<file path="config.mk">
export PLATFORM = sky130hd
export DESIGN_NAME = json_syntax_validator_core
export DESIGN_NICKNAME = d
export VERILOG_FILES = /design/src/design/jsv_pkg.sv /design/src/design/json_syntax_validator_core.sv /design/src/design/jsv_kind_stack.sv
export SDC_FILE = /design/constraint.sdc
export NUM_CORES = 1
export LEC_CHECK = 0
export BUFFER_PORTS_ARGS = -buffer_cell sky130_fd_sc_hd__buf_4
export CORE_MARGIN = 2
export CORE_UTILIZATION = 44
export CTS_CLUSTER_SIZE = 20
export DETAILED_ROUTE_END_ITERATION = 10
export PLACE_DENSITY_LB_ADDON = 0.08
export SLEW_MARGIN = 20
export SYNTH_ARGS = -nofsm -noshare
export SYNTH_HDL_FRONTEND = slang
export SYNTH_HIERARCHICAL = 1
export SYNTH_SLANG_ARGS = --single-unit
</file>
<file path="constraint.sdc">
create_clock -name clk_i -period 8.25 [get_ports clk_i]
set_input_delay 0.4125 -clock clk_i [delete_from_list [all_inputs] [get_ports clk_i]]
set_output_delay 0.4125 -clock clk_i [all_outputs]
set_load 0.02 [all_outputs]
</file>
<file path="src/design/jsv_pkg.sv">
`timescale 1ns / 1ps
// Shared types, character codes and helpers for the JSON syntax validator.
// No dependencies; used by jsv_kind_stack and json_syntax_validator_core.
package jsv_pkg;

  // Parser mode, one-hot
  typedef enum logic [20:0] {
    MODE_VALUE          = 21'h000001,
    MODE_VALUE_OR_CLOSE = 21'h000002,
    MODE_KEY_OR_CLOSE   = 21'h000004,
    MODE_KEY            = 21'h000008,
    MODE_COLON          = 21'h000010,
    MODE_AFTER          = 21'h000020,
    MODE_VSTR           = 21'h000040,
    MODE_VESC           = 21'h000080,
    MODE_VHEX           = 21'h000100,
    MODE_KSTR           = 21'h000200,
    MODE_KESC           = 21'h000400,
    MODE_KHEX           = 21'h000800,
    MODE_LIT            = 21'h001000,
    MODE_NUM_MINUS      = 21'h002000,
    MODE_NUM_ZERO       = 21'h004000,
    MODE_NUM_INT        = 21'h008000,
    MODE_NUM_DOT        = 21'h010000,
    MODE_NUM_FRAC       = 21'h020000,
    MODE_NUM_EXP        = 21'h040000,
    MODE_NUM_ESIGN      = 21'h080000,
    MODE_NUM_EDIG       = 21'h100000
  } mode_e;

  typedef enum logic [1:0] {
    STATUS_RUNNING  = 2'd0,
    STATUS_ACCEPTED = 2'd1,
    STATUS_ERROR    = 2'd2
  } status_e;

  typedef enum logic [1:0] {
    LIT_NULL  = 2'd0,
    LIT_TRUE  = 2'd1,
    LIT_FALSE = 2'd2
  } lit_e;

  localparam logic KIND_ARRAY  = 1'b0;
  localparam logic KIND_OBJECT = 1'b1;

  localparam logic [2:0] HEX_DIGITS = 3'd4;

  localparam logic [7:0] CH_CTRL_LIMIT = 8'h20;
  localparam logic [7:0] CH_SPACE      = 8'h20;
  localparam logic [7:0] CH_TAB        = 8'h09;
  localparam logic [7:0] CH_LF         = 8'h0A;
  localparam logic [7:0] CH_CR         = 8'h0D;
  localparam logic [7:0] CH_QUOTE      = 8'h22;
  localparam logic [7:0] CH_BSLASH     = 8'h5C;
  localparam logic [7:0] CH_SLASH      = 8'h2F;
  localparam logic [7:0] CH_LBRACE     = 8'h7B;
  localparam logic [7:0] CH_RBRACE     = 8'h7D;
  localparam logic [7:0] CH_LBRACKET   = 8'h5B;
  localparam logic [7:0] CH_RBRACKET   = 8'h5D;
  localparam logic [7:0] CH_COMMA      = 8'h2C;
  localparam logic [7:0] CH_COLON      = 8'h3A;
  localparam logic [7:0] CH_MINUS      = 8'h2D;
  localparam logic [7:0] CH_PLUS       = 8'h2B;
  localparam logic [7:0] CH_DOT        = 8'h2E;
  localparam logic [7:0] CH_ZERO       = 8'h30;
  localparam logic [7:0] CH_ONE        = 8'h31;
  localparam logic [7:0] CH_NINE       = 8'h39;
  localparam logic [7:0] CH_LO_A       = 8'h61;
  localparam logic [7:0] CH_LO_B       = 8'h62;
  localparam logic [7:0] CH_LO_E       = 8'h65;
  localparam logic [7:0] CH_LO_F       = 8'h66;
  localparam logic [7:0] CH_LO_N       = 8'h6E;
  localparam logic [7:0] CH_LO_R       = 8'h72;
  localparam logic [7:0] CH_LO_T       = 8'h74;
  localparam logic [7:0] CH_LO_U       = 8'h75;
  localparam logic [7:0] CH_UP_A       = 8'h41;
  localparam logic [7:0] CH_UP_E       = 8'h45;
  localparam logic [7:0] CH_UP_F       = 8'h46;

  // Stack operation from the parser to the container-kind stack
  typedef struct packed {
    logic push;
    logic pop;
    logic kind;
  } stack_op_t;

  function automatic logic is_ws(input logic [7:0] c);
    return (c == CH_SPACE) || (c == CH_TAB) || (c == CH_LF) || (c == CH_CR);
  endfunction

  function automatic logic is_digit(input logic [7:0] c);
    return (c >= CH_ZERO) && (c <= CH_NINE);
  endfunction

  function automatic logic is_hex(input logic [7:0] c);
    return is_digit(c) || ((c >= CH_LO_A) && (c <= CH_LO_F)) ||
           ((c >= CH_UP_A) && (c <= CH_UP_F));
  endfunction

  function automatic logic [2:0] lit_len(input lit_e kind);
    logic [2:0] len;
    case (kind)
      LIT_NULL:  len = 3'd4;
      LIT_TRUE:  len = 3'd4;
      LIT_FALSE: len = 3'd5;
      default:   len = 3'd0;
    endcase
    return len;
  endfunction

  function automatic logic [7:0] lit_char(input lit_e kind, input logic [2:0] idx);
    logic [39:0] text;
    logic [7:0]  c;
    case (kind)
      LIT_NULL:  text = {"null", 8'h00};
      LIT_TRUE:  text = {"true", 8'h00};
      LIT_FALSE: text = "false";
      default:   text = '0;
    endcase
    case (idx)
      3'd0:    c = text[39:32];
      3'd1:    c = text[31:24];
      3'd2:    c = text[23:16];
      3'd3:    c = text[15:8];
      3'd4:    c = text[7:0];
      default: c = 8'h00;
    endcase
    return c;
  endfunction

endpackage

</file>
<file path="src/design/json_syntax_validator_core.sv">
`timescale 1ns / 1ps
// JSON well-formedness checker, one document byte per transaction.
// Depends on jsv_pkg and jsv_kind_stack.
//
//  channel | direction | handshake                  | payload
//  --------+-----------+----------------------------+-------------------------------------
//  in      | sink      | in_valid_i / in_stall_o    | data_byte_i, last_byte_i
//  out     | source    | out_valid_o / out_stall_i  | status_o, error_offset_o,
//          |           |                            | nesting_level_o
//  cfg     | sink      | cfg_valid_i / cfg_ready_o  | cfg_data_i (depth_limit)
//
// One byte per cycle sustained while the output does not stall. A byte is captured in the input register,
// is parsed by the mode logic and lands in the result register when stage one advances.
// The single-step mode and stack update sets the rate.
// Reset (rst_ni low, asynchronous) empties both stages, sets depth_limit to 24
// and starts a fresh document. A stall on the output holds the result register;
// the input register then holds too and in_stall_o rises only while both are full.
module json_syntax_validator_core #(
  parameter int STACK_DEPTH = 24
) (
  input  logic        clk_i,
  input  logic        rst_ni,
  // input byte channel
  input  logic        in_valid_i,
  output logic        in_stall_o,
  input  logic [7:0]  data_byte_i,
  input  logic        last_byte_i,
  // result channel
  output logic        out_valid_o,
  input  logic        out_stall_i,
  output logic [1:0]  status_o,
  output logic [31:0] error_offset_o,
  output logic [4:0]  nesting_level_o,
  // configuration channel
  input  logic        cfg_valid_i,
  output logic        cfg_ready_o,
  input  logic [4:0]  cfg_data_i
);

  localparam int CntW = $clog2(STACK_DEPTH + 1);
  localparam int CmpW = ((CntW > 5) ? CntW : 5) + 1;
  localparam logic [4:0] DEPTH_LIMIT_RST = 5'd24;

  // ---------------------------------------------------------------------------
  // Handshake and pipeline control
  // ---------------------------------------------------------------------------
  logic        s1_valid_q;
  logic [7:0]  s1_byte_q;
  logic        s1_last_q;
  logic        out_valid_q;
  logic        out_advance;
  logic        in_accept;

  // Advance stage one into the result register unless that register is held
  assign out_advance = s1_valid_q && !(out_valid_q && out_stall_i);
  assign in_stall_o  = s1_valid_q && out_valid_q && out_stall_i;
  assign in_accept   = in_valid_i && !in_stall_o;
  assign cfg_ready_o = 1'b1;

  always_ff @(posedge clk_i or negedge rst_ni) begin
    if (!rst_ni) begin
      s1_valid_q  <= 1'b0;
      out_valid_q <= 1'b0;
    end else begin
      if (in_accept) begin
        s1_valid_q <= 1'b1;
      end else if (out_advance) begin
        s1_valid_q <= 1'b0;
      end
      if (out_advance) begin
        out_valid_q <= 1'b1;
      end else if (!out_stall_i) begin
        out_valid_q <= 1'b0;
      end
    end
  end

  // Capture the byte of each accepted transaction
  always_ff @(posedge clk_i) begin
    if (in_accept) begin
      s1_byte_q <= data_byte_i;
      s1_last_q <= last_byte_i;
    end
  end

  // ---------------------------------------------------------------------------
  // Configuration and document state
  // ---------------------------------------------------------------------------
  logic [4:0]      depth_limit_q;
  jsv_pkg::mode_e  mode_q;
  logic [CntW-1:0] count_q;
  logic [2:0]      hex_q;
  logic [2:0]      lit_idx_q;
  jsv_pkg::lit_e   lit_kind_q;
  logic [31:0]     pos_q;
  logic            err_q;
  logic [31:0]     first_q;

  logic            top_kind;
  logic            has_top;
  jsv_pkg::stack_op_t stack_op;

  assign has_top = (count_q != '0);

  // ---------------------------------------------------------------------------
  // Start of a value: shared by every mode that expects one
  // ---------------------------------------------------------------------------
  logic            sv_ok;
  jsv_pkg::mode_e  sv_mode;
  logic            sv_push;
  logic            sv_kind;
  jsv_pkg::lit_e   sv_lit_kind;
  logic [2:0]      sv_lit_idx;
  logic [CmpW-1:0] eff_limit;
  logic            depth_ok;
  logic [7:0]      c;

  assign c = s1_byte_q;

  always_comb begin
    eff_limit = (CmpW'(depth_limit_q) < CmpW'(STACK_DEPTH)) ? CmpW'(depth_limit_q)
                                                            : CmpW'(STACK_DEPTH);
    depth_ok    = (CmpW'(count_q) + CmpW'(1)) <= eff_limit;
    sv_ok       = 1'b0;
    sv_mode     = mode_q;
    sv_push     = 1'b0;
    sv_kind     = jsv_pkg::KIND_ARRAY;
    sv_lit_kind = lit_kind_q;
    sv_lit_idx  = lit_idx_q;
    if (depth_ok) begin
      if (c == jsv_pkg::CH_QUOTE) begin
        sv_ok   = 1'b1;
        sv_mode = jsv_pkg::MODE_VSTR;
      end else if (c == jsv_pkg::CH_LBRACE) begin
        sv_ok   = 1'b1;
        sv_push = 1'b1;
        sv_kind = jsv_pkg::KIND_OBJECT;
        sv_mode = jsv_pkg::MODE_KEY_OR_CLOSE;
      end else if (c == jsv_pkg::CH_LBRACKET) begin
        sv_ok   = 1'b1;
        sv_push = 1'b1;
        sv_kind = jsv_pkg::KIND_ARRAY;
        sv_mode = jsv_pkg::MODE_VALUE_OR_CLOSE;
      end else if (c == jsv_pkg::CH_LO_N || c == jsv_pkg::CH_LO_T ||
                   c == jsv_pkg::CH_LO_F) begin
        sv_ok       = 1'b1;
        sv_lit_kind = (c == jsv_pkg::CH_LO_N) ? jsv_pkg::LIT_NULL :
                      (c == jsv_pkg::CH_LO_T) ? jsv_pkg::LIT_TRUE : jsv_pkg::LIT_FALSE;
        sv_lit_idx  = 3'd1;
        sv_mode     = jsv_pkg::MODE_LIT;
      end else if (c == jsv_pkg::CH_MINUS) begin
        sv_ok   = 1'b1;
        sv_mode = jsv_pkg::MODE_NUM_MINUS;
      end else if (c == jsv_pkg::CH_ZERO) begin
        sv_ok   = 1'b1;
        sv_mode = jsv_pkg::MODE_NUM_ZERO;
      end else if (c >= jsv_pkg::CH_ONE && c <= jsv_pkg::CH_NINE) begin
        sv_ok   = 1'b1;
        sv_mode = jsv_pkg::MODE_NUM_INT;
      end
    end
  end

  // ---------------------------------------------------------------------------
  // After a value: whitespace, separator or close of the enclosing container
  // ---------------------------------------------------------------------------
  logic           av_ok;
  jsv_pkg::mode_e av_mode;
  logic           av_pop;

  always_comb begin
    av_ok   = 1'b0;
    av_mode = jsv_pkg::MODE_AFTER;
    av_pop  = 1'b0;
    if (jsv_pkg::is_ws(c)) begin
      av_ok = 1'b1;
    end else if (c == jsv_pkg::CH_COMMA && has_top) begin
      av_ok   = 1'b1;
      av_mode = (top_kind == jsv_pkg::KIND_OBJECT) ? jsv_pkg::MODE_KEY : jsv_pkg::MODE_VALUE;
    end else if ((c == jsv_pkg::CH_RBRACKET && has_top && top_kind == jsv_pkg::KIND_ARRAY) ||
                 (c == jsv_pkg::CH_RBRACE && has_top && top_kind == jsv_pkg::KIND_OBJECT)) begin
      av_ok  = 1'b1;
      av_pop = 1'b1;
    end
  end

  // ---------------------------------------------------------------------------
  // Per-mode step
  // ---------------------------------------------------------------------------
  logic            ok;
  jsv_pkg::mode_e  mode_n;
  logic [2:0]      hex_n;
  logic [2:0]      hex_dec;
  logic [2:0]      lit_idx_n;
  logic [2:0]      lit_idx_inc;
  jsv_pkg::lit_e   lit_kind_n;
  logic            push;
  logic            pop;
  logic            push_kind;
  logic            is_key;
  logic            is_exp;

  always_comb begin
    ok          = 1'b0;
    mode_n      = mode_q;
    hex_n       = hex_q;
    lit_idx_n   = lit_idx_q;
    lit_kind_n  = lit_kind_q;
    push        = 1'b0;
    pop         = 1'b0;
    push_kind   = jsv_pkg::KIND_ARRAY;
    is_key      = (mode_q == jsv_pkg::MODE_KSTR) || (mode_q == jsv_pkg::MODE_KESC) ||
                  (mode_q == jsv_pkg::MODE_KHEX);
    is_exp      = (c == jsv_pkg::CH_LO_E) || (c == jsv_pkg::CH_UP_E);
    hex_dec     = (hex_q != 3'd0) ? hex_q - 3'd1 : 3'd0;
    lit_idx_inc = lit_idx_q + 3'd1;

    unique case (mode_q) inside
      jsv_pkg::MODE_VALUE: begin
        if (jsv_pkg::is_ws(c)) begin
          ok = 1'b1;
        end else begin
          ok         = sv_ok;
          mode_n     = sv_mode;
          push       = sv_push;
          push_kind  = sv_kind;
          lit_kind_n = sv_lit_kind;
          lit_idx_n  = sv_lit_idx;
        end
      end
      jsv_pkg::MODE_VALUE_OR_CLOSE: begin
        if (jsv_pkg::is_ws(c)) begin
          ok = 1'b1;
        end else if (c == jsv_pkg::CH_RBRACKET) begin
          ok     = 1'b1;
          pop    = 1'b1;
          mode_n = jsv_pkg::MODE_AFTER;
        end else begin
          ok         = sv_ok;
          mode_n     = sv_mode;
          push       = sv_push;
          push_kind  = sv_kind;
          lit_kind_n = sv_lit_kind;
          lit_idx_n  = sv_lit_idx;
        end
      end
      jsv_pkg::MODE_KEY_OR_CLOSE: begin
        if (jsv_pkg::is_ws(c)) begin
          ok = 1'b1;
        end else if (c == jsv_pkg::CH_RBRACE) begin
          ok     = 1'b1;
          pop    = 1'b1;
          mode_n = jsv_pkg::MODE_AFTER;
        end else if (c == jsv_pkg::CH_QUOTE) begin
          ok     = 1'b1;
          mode_n = jsv_pkg::MODE_KSTR;
        end
      end
      jsv_pkg::MODE_KEY: begin
        if (jsv_pkg::is_ws(c)) begin
          ok = 1'b1;
        end else if (c == jsv_pkg::CH_QUOTE) begin
          ok     = 1'b1;
          mode_n = jsv_pkg::MODE_KSTR;
        end
      end
      jsv_pkg::MODE_COLON: begin
        if (jsv_pkg::is_ws(c)) begin
          ok = 1'b1;
        end else if (c == jsv_pkg::CH_COLON) begin
          ok     = 1'b1;
          mode_n = jsv_pkg::MODE_VALUE;
        end
      end
      jsv_pkg::MODE_AFTER: begin
        ok     = av_ok;
        mode_n = av_mode;
        pop    = av_pop;
      end
      jsv_pkg::MODE_VSTR, jsv_pkg::MODE_KSTR: begin
        if (c == jsv_pkg::CH_QUOTE) begin
          ok     = 1'b1;
          mode_n = is_key ? jsv_pkg::MODE_COLON : jsv_pkg::MODE_AFTER;
        end else if (c >= jsv_pkg::CH_CTRL_LIMIT) begin
          ok = 1'b1;
          if (c == jsv_pkg::CH_BSLASH) begin
            mode_n = is_key ? jsv_pkg::MODE_KESC : jsv_pkg::MODE_VESC;
          end
        end
      end
      jsv_pkg::MODE_VESC, jsv_pkg::MODE_KESC: begin
        if (c == jsv_pkg::CH_LO_U) begin
          ok     = 1'b1;
          hex_n  = jsv_pkg::HEX_DIGITS;
          mode_n = is_key ? jsv_pkg::MODE_KHEX : jsv_pkg::MODE_VHEX;
        end else if (c == jsv_pkg::CH_LO_N || c == jsv_pkg::CH_LO_R ||
                     c == jsv_pkg::CH_LO_T || c == jsv_pkg::CH_LO_B ||
                     c == jsv_pkg::CH_LO_F || c == jsv_pkg::CH_QUOTE ||
                     c == jsv_pkg::CH_BSLASH || c == jsv_pkg::CH_SLASH) begin
          ok     = 1'b1;
          mode_n = is_key ? jsv_pkg::MODE_KSTR : jsv_pkg::MODE_VSTR;
        end
      end
      jsv_pkg::MODE_VHEX, jsv_pkg::MODE_KHEX: begin
        if (jsv_pkg::is_hex(c)) begin
          ok    = 1'b1;
          hex_n = hex_dec;
          if (hex_dec == 3'd0) begin
            mode_n = is_key ? jsv_pkg::MODE_KSTR : jsv_pkg::MODE_VSTR;
          end
        end
      end
      jsv_pkg::MODE_LIT: begin
        if (lit_idx_q < jsv_pkg::lit_len(lit_kind_q) &&
            c == jsv_pkg::lit_char(lit_kind_q, lit_idx_q)) begin
          ok        = 1'b1;
          lit_idx_n = lit_idx_inc;
          if (lit_idx_inc == jsv_pkg::lit_len(lit_kind_q)) begin
            lit_idx_n = 3'd0;
            mode_n    = jsv_pkg::MODE_AFTER;
          end
        end
      end
      jsv_pkg::MODE_NUM_MINUS: begin
        if (c == jsv_pkg::CH_ZERO) begin
          ok     = 1'b1;
          mode_n = jsv_pkg::MODE_NUM_ZERO;
        end else if (c >= jsv_pkg::CH_ONE && c <= jsv_pkg::CH_NINE) begin
          ok     = 1'b1;
          mode_n = jsv_pkg::MODE_NUM_INT;
        end
      end
      jsv_pkg::MODE_NUM_ZERO, jsv_pkg::MODE_NUM_INT: begin
        if (mode_q == jsv_pkg::MODE_NUM_INT && jsv_pkg::is_digit(c)) begin
          ok = 1'b1;
        end else if (c == jsv_pkg::CH_DOT) begin
          ok     = 1'b1;
          mode_n = jsv_pkg::MODE_NUM_DOT;
        end else if (is_exp) begin
          ok     = 1'b1;
          mode_n = jsv_pkg::MODE_NUM_EXP;
        end else begin
          ok     = av_ok;
          mode_n = av_mode;
          pop    = av_pop;
        end
      end
      jsv_pkg::MODE_NUM_DOT: begin
        if (jsv_pkg::is_digit(c)) begin
          ok     = 1'b1;
          mode_n = jsv_pkg::MODE_NUM_FRAC;
        end
      end
      jsv_pkg::MODE_NUM_FRAC: begin
        if (jsv_pkg::is_digit(c)) begin
          ok = 1'b1;
        end else if (is_exp) begin
          ok     = 1'b1;
          mode_n = jsv_pkg::MODE_NUM_EXP;
        end else begin
          ok     = av_ok;
          mode_n = av_mode;
          pop    = av_pop;
        end
      end
      jsv_pkg::MODE_NUM_EXP: begin
        if (c == jsv_pkg::CH_PLUS || c == jsv_pkg::CH_MINUS) begin
          ok     = 1'b1;
          mode_n = jsv_pkg::MODE_NUM_ESIGN;
        end else if (jsv_pkg::is_digit(c)) begin
          ok     = 1'b1;
          mode_n = jsv_pkg::MODE_NUM_EDIG;
        end
      end
      jsv_pkg::MODE_NUM_ESIGN: begin
        if (jsv_pkg::is_digit(c)) begin
          ok     = 1'b1;
          mode_n = jsv_pkg::MODE_NUM_EDIG;
        end
      end
      jsv_pkg::MODE_NUM_EDIG: begin
        if (jsv_pkg::is_digit(c)) begin
          ok = 1'b1;
        end else begin
          ok     = av_ok;
          mode_n = av_mode;
          pop    = av_pop;
        end
      end
      default: begin
        ok = 1'b0;
      end
    endcase
  end

  // ---------------------------------------------------------------------------
  // Result and end-of-document checks
  // ---------------------------------------------------------------------------
  logic            apply;
  logic [CntW-1:0] count_n;
  logic [31:0]     pos_next;
  logic            err_f;
  logic [31:0]     first_f;
  jsv_pkg::status_e status_f;
  logic            done;

  // Only a clean byte on a clean document moves the parser state
  assign apply    = !err_q && ok;
  assign pos_next = (&pos_q) ? pos_q : pos_q + 32'd1;

  always_comb begin
    count_n = count_q;
    if (apply && push) begin
      count_n = count_q + CntW'(1);
    end else if (apply && pop) begin
      count_n = count_q - CntW'(1);
    end
  end

  always_comb begin
    done = (count_n == '0) &&
           ((mode_n == jsv_pkg::MODE_AFTER) || (mode_n == jsv_pkg::MODE_NUM_ZERO) ||
            (mode_n == jsv_pkg::MODE_NUM_INT) || (mode_n == jsv_pkg::MODE_NUM_FRAC) ||
            (mode_n == jsv_pkg::MODE_NUM_EDIG));
    err_f    = err_q || !ok;
    first_f  = (!err_q && !ok) ? pos_q : first_q;
    status_f = jsv_pkg::STATUS_RUNNING;
    if (s1_last_q && !err_f) begin
      if (done) begin
        status_f = jsv_pkg::STATUS_ACCEPTED;
      end else begin
        // unfinished document: blame the position one past the last byte
        err_f   = 1'b1;
        first_f = pos_next;
      end
    end
    if (err_f) begin
      status_f = jsv_pkg::STATUS_ERROR;
    end
  end

  assign stack_op.push = out_advance && apply && push;
  assign stack_op.pop  = out_advance && apply && pop;
  assign stack_op.kind = push_kind;

  jsv_kind_stack #(
    .Depth (STACK_DEPTH)
  ) u_kind_stack (
    .clk_i  (clk_i),
    .rst_ni (rst_ni),
    .op_i   (stack_op),
    .top_o  (top_kind)
  );

  always_ff @(posedge clk_i or negedge rst_ni) begin
    if (!rst_ni) begin
      depth_limit_q <= DEPTH_LIMIT_RST;
      mode_q        <= jsv_pkg::MODE_VALUE;
      count_q       <= '0;
      hex_q         <= 3'd0;
      lit_idx_q     <= 3'd0;
      lit_kind_q    <= jsv_pkg::LIT_NULL;
      pos_q         <= 32'd0;
      err_q         <= 1'b0;
      first_q       <= 32'd0;
    end else begin
      if (cfg_valid_i && cfg_ready_o) begin
        depth_limit_q <= cfg_data_i;
      end
      if (out_advance) begin
        if (s1_last_q) begin
          // drop the finished document and start afresh
          mode_q     <= jsv_pkg::MODE_VALUE;
          count_q    <= '0;
          hex_q      <= 3'd0;
          lit_idx_q  <= 3'd0;
          lit_kind_q <= jsv_pkg::LIT_NULL;
          pos_q      <= 32'd0;
          err_q      <= 1'b0;
          first_q    <= 32'd0;
        end else begin
          pos_q   <= pos_next;
          err_q   <= err_f;
          first_q <= first_f;
          count_q <= count_n;
          if (apply) begin
            mode_q     <= mode_n;
            hex_q      <= hex_n;
            lit_idx_q  <= lit_idx_n;
            lit_kind_q <= lit_kind_n;
          end
        end
      end
    end
  end

  // Result register: holds while the consumer stalls
  logic [1:0]  status_q;
  logic [31:0] err_off_q;
  logic [4:0]  nest_q;

  always_ff @(posedge clk_i) begin
    if (out_advance) begin
      status_q  <= status_f;
      err_off_q <= err_f ? first_f : 32'd0;
      nest_q    <= 5'(count_n);
    end
  end

  assign out_valid_o     = out_valid_q;
  assign status_o        = status_q;
  assign error_offset_o  = err_off_q;
  assign nesting_level_o = nest_q;

endmodule

</file>
<file path="src/design/jsv_kind_stack.sv">
`timescale 1ns / 1ps
// Container-kind bit stack (object or array) built as a shift line.
// Depends on jsv_pkg for the stack operation struct.
module jsv_kind_stack #(
  parameter int Depth = 24
) (
  input  logic                clk_i,
  input  logic                rst_ni,
  input  jsv_pkg::stack_op_t  op_i,
  output logic                top_o
);

  logic [Depth-1:0] stack_q;
  logic [Depth-1:0] stack_d;

  // Top of stack always sits in bit 0
  always_comb begin
    stack_d = stack_q;
    if (op_i.push) begin
      stack_d = (stack_q << 1) | Depth'(op_i.kind);
    end else if (op_i.pop) begin
      stack_d = stack_q >> 1;
    end
  end

  always_ff @(posedge clk_i or negedge rst_ni) begin
    if (!rst_ni) begin
      stack_q <= '0;
    end else begin
      stack_q <= stack_d;
    end
  end

  assign top_o = stack_q[0];

endmodule

</file>
==> results.json <==
{
  "run_status": "completed",
  "cts_tree": "done",
  "worst_setup_path_startpoint": "c[5]",
  "wl_um": 45310,
  "timing_max_transition_violations_final": 0,
  "start_util_pct": 44.42,
  "die_width_um": 173.5,
  "post-synth-top-count-cell": "sky130_fd_sc_hd__nand2_1",
  "syn_nets": 1562,
  "insertion_delay_ps": 450,
  "criticalPathCategory": "flop to flop",
  "grt.total_usage_pct": 30.25,
  "post-place-ws_ps": 2409,
  "portBuffers": 59,
  "synth.cell_area_mm2": 0.01265,
  "totalNegativeSetupSlack_ps": 0,
  "grt_antenna_before_repair": 0,
  "final-setup-viol-count": 0,
  "synth_edf_count": 48,
  "die_area_mm2": 0.03012,
  "number_of_nets_in_the_final_layout": 1538,
  "internal_power_mw": 1.742,
  "power.share.switching_pct": 30.20,
  "global_route.usage.met3_pct": 6.053,
  "detail_route.wl_per_cell_um": 23.95,
  "ys_types": 97,
  "post-layout-total-power_mw": 2.496,
  "hold_violations": 0,
  "global_route.usage.met2_pct": 45.20,
  "number_of_global_route_vias_before_repair": 11190,
  "busiest_layer": "met2",
  "share_seq_of_total_power_pct": 43.7,
  "initialDrtViolationCount": 1485,
  "cp_data_required_time_ps": 8580,
  "synth.cells.most_frequent": "sky130_fd_sc_hd__nand2_1, sky130_fd_sc_hd__nor2_1, sky130_fd_sc_hd__o21ai_0",
  "gpl.final_weighted_congestion": 1.030,
  "comb_power_share_pct": 19.7,
  "die_h_um": 173.5,
  "grtUsageMet1_pct": 43.53,
  "post-cts-setup-buffers": 0,
  "cts_made_buffers": 17,
  "hpwlAfterDp_um": 32360,
  "synth_seq_cells": 178,
  "fillers": 2756,
  "synthFlopType": "sky130_fd_sc_hd__dfrtp_1",
  "crit_fanout": 21,
  "final_min_period_over_clock_period_pct": 73.89,
  "globalRouteOverflowTotal": 0,
  "cp_cell_sequence": "nor4bb_2 > a32oi_1 > nor4b_1 > a2bb2oi_1 > o211ai_1 > o31ai_1 > o2111ai_1 > nor4_4 > nand4_1 > nand3_2 > a21oi_2 > buf_4 > o21a_1",
  "floorplan.core_area_mm2": 0.02847,
  "cap_viol_max_count": 0,
  "worst_hold_path_type": "primary input to asynchronous set/reset pin",
  "ctsLongestPathBuffers": 2,
  "switching_power_uw": 753.8,
  "clock_transition_at_the_registers_of_the_reported_paths_ps": 70,
  "crit-reg2reg-launch": "c[5]",
  "cts.repair.resized": 0,
  "synth-seq-area-share_pct": 37.15,
  "yosys_warnings": 6,
  "synthToLayoutAreaGrowth_pct": 9.438,
  "area_share_of_the_leading_cell_type_in_the_synthesized_netlist_pct": 25.13,
  "detailroute.via_count": 12020,
  "power.density_mw_per_mm2": 180.3,
  "end_kind": "flop",
  "critPathBufInv": 1,
  "holdWs_ps": 55.82,
  "tightestPinTransition_ps": 1100,
  "period_minus_slack_ps": 6096,
  "clock-root-buffer": "sky130_fd_sc_hd__clkbuf_16",
  "final_critical_path_setup_slack_ps": 2154,
  "yosys-top-cells-area": "sky130_fd_sc_hd__dfrtp_1, sky130_fd_sc_hd__edfxtp_1, sky130_fd_sc_hd__o21ai_0",
  "worst_slew_margin_rel_pct": 25.62,
  "slowest_stage": "sky130_fd_sc_hd__nor4b_1",
  "crit_path_start_kind": "flop",
  "rsz0062_at_grt": "no",
  "cts_hold_buf": 0,
  "fmax_ghz": 0.1640,
  "grt_start_max_net_pins": 87,
  "cts.sink_count": 178,
  "drc_errors": 0,
  "ctsHtreeMaxLevel": 4,
  "postSynth.asyncResetShare_pct": 73.03,
  "final_layout_size_suffix_gt1_share_pct": 10.41,
  "rows": 62,
  "postRouteAntennaNets": 0,
  "p_clk_share_pct": 36.6,
  "irDropWorstVdd_v": 0.0001424,
  "worst-endpoint-arrival_ps": 6430,
  "top_delay_family_on_crit_path": "simple AND/OR/NAND/NOR gates",
  "yosysTopAreaCell": "sky130_fd_sc_hd__dfrtp_1",
  "n_antenna_cell": 0,
  "cellLeakagePower_nw": 5.504,
  "ios": 61,
  "count_of_mapped_cells_out_of_synthesis": 1519,
  "cpPeakStageDelay_ps": 1010,
  "setup_skew_ps": 12.08,
  "detail_route.vias_per_cell": 6.355,
  "grt_pass1_wl_um": 70320,
  "mapped_avg_cell_area_um2": 8.326,
  "drt_pass1_iterations": 5
}
state kept, by name (all words and copies together), names as in the netlist:
name / flops
error_offset_o: 32
first_q: 32
pos_q: 32
u_kind_stack/stack_q: 24
mode_q: 21
c: 8
count_q: 5
depth_limit_q: 5
nesting_level_o: 5
hex_q: 3
lit_idx_q: 3
lit_kind_q: 2
status_o: 2
err_q: 1
out_valid_o: 1
s1_last_q: 1
s1_valid_q: 1
layout by cell type (no fill, tap or decap), drive strengths merged, types with 11 or more instances in the layout:
cell and n:
o31ai 13, a22o 13, or4 15, inv 31
and2 13, nand2b 19, edfxtp 48, nand2 170
a22oi 12, and3 19, mux2i 29, clkbuf 20
o22ai 14, a21oi 74, a211o 12, nor3 78
o21a 31, o21ai 149, dfrtp 127, nor2b 25
nor4 28, nand3 68, or3 13, o211ai 11
ha 24, nor4b 18, buf 79, nand4 26
a21o 19, nor2 135
power groups by stage:
stage	clock, mW	sequential, mW	combinational (mW)
final	0.914	1.09	0.492
after global routing	0.961	1.10	0.542
after CTS	0.933	1.09	0.491
after detailed placement	0	1.11	0.490
after global placement	0	1.10	0.484
after floorplan	0	1.09	0.322
cell families after synthesis:
logic type      Yosys count  share of synthesized area [%]
flops                   178                          37.15
fa+ha+maj                24                          2.374
compound gates          441                          22.96
mux                      32                          2.562
other cells               1                        0.02965
xor+xnor                 20                          1.385
simple gates            671                          28.20
buf+inv                 152                          5.342
final cells by class:
cell class | count | area [um^2] | share of cell area [%]
clock buffer | 20 | 446.7 | 3.227
clock inverter | 12 | 203.9 | 1.474
inverter | 30 | 112.6 | 0.8136
multi-input combinational | 1189 | 7302 | 52.76
sequential | 178 | 4698 | 33.95
tap | 384 | 480.5 | 3.471
timing repair buffer | 79 | 596.8 | 4.312
routing by layer:
| layer | wire, um | vias up |
|---|---|---|
| met1 | 20690 | 5854 |
| li1 | - | 5583 |
| met2 | 19760 | 495 |
| met5 | 0 | - |
| met4 | 1457 | 0 |
| met3 | 3411 | 92 |
through the flow:
step	cells	instance area [um^2]	utilization, %
after global routing	1892	13840	48.62
after floorplan	1519	12650	-
final	1892	13840	48.62
after CTS	1892	13840	48.60
after global placement	1860	13170	46.27
after detailed placement	1860	13190	46.31
path summary, 6_finish.rpt:
path | depth (start not counted) | slack [ps] | end
setup / recovery | 13 | 2150 | first_q[27]
hold / removal | 1 | 60 | mode_q[18]
setup reg to reg | 13 | 2150 | first_q[27]
hold reg to reg | 1 | 490 | first_q[20]
max in group asynchronous | 2 | 7060 | pos_q[15]
min in group clk_i | 1 | 150 | s1_last_q
No activity file was read; power rests on OpenSTA's default activity.
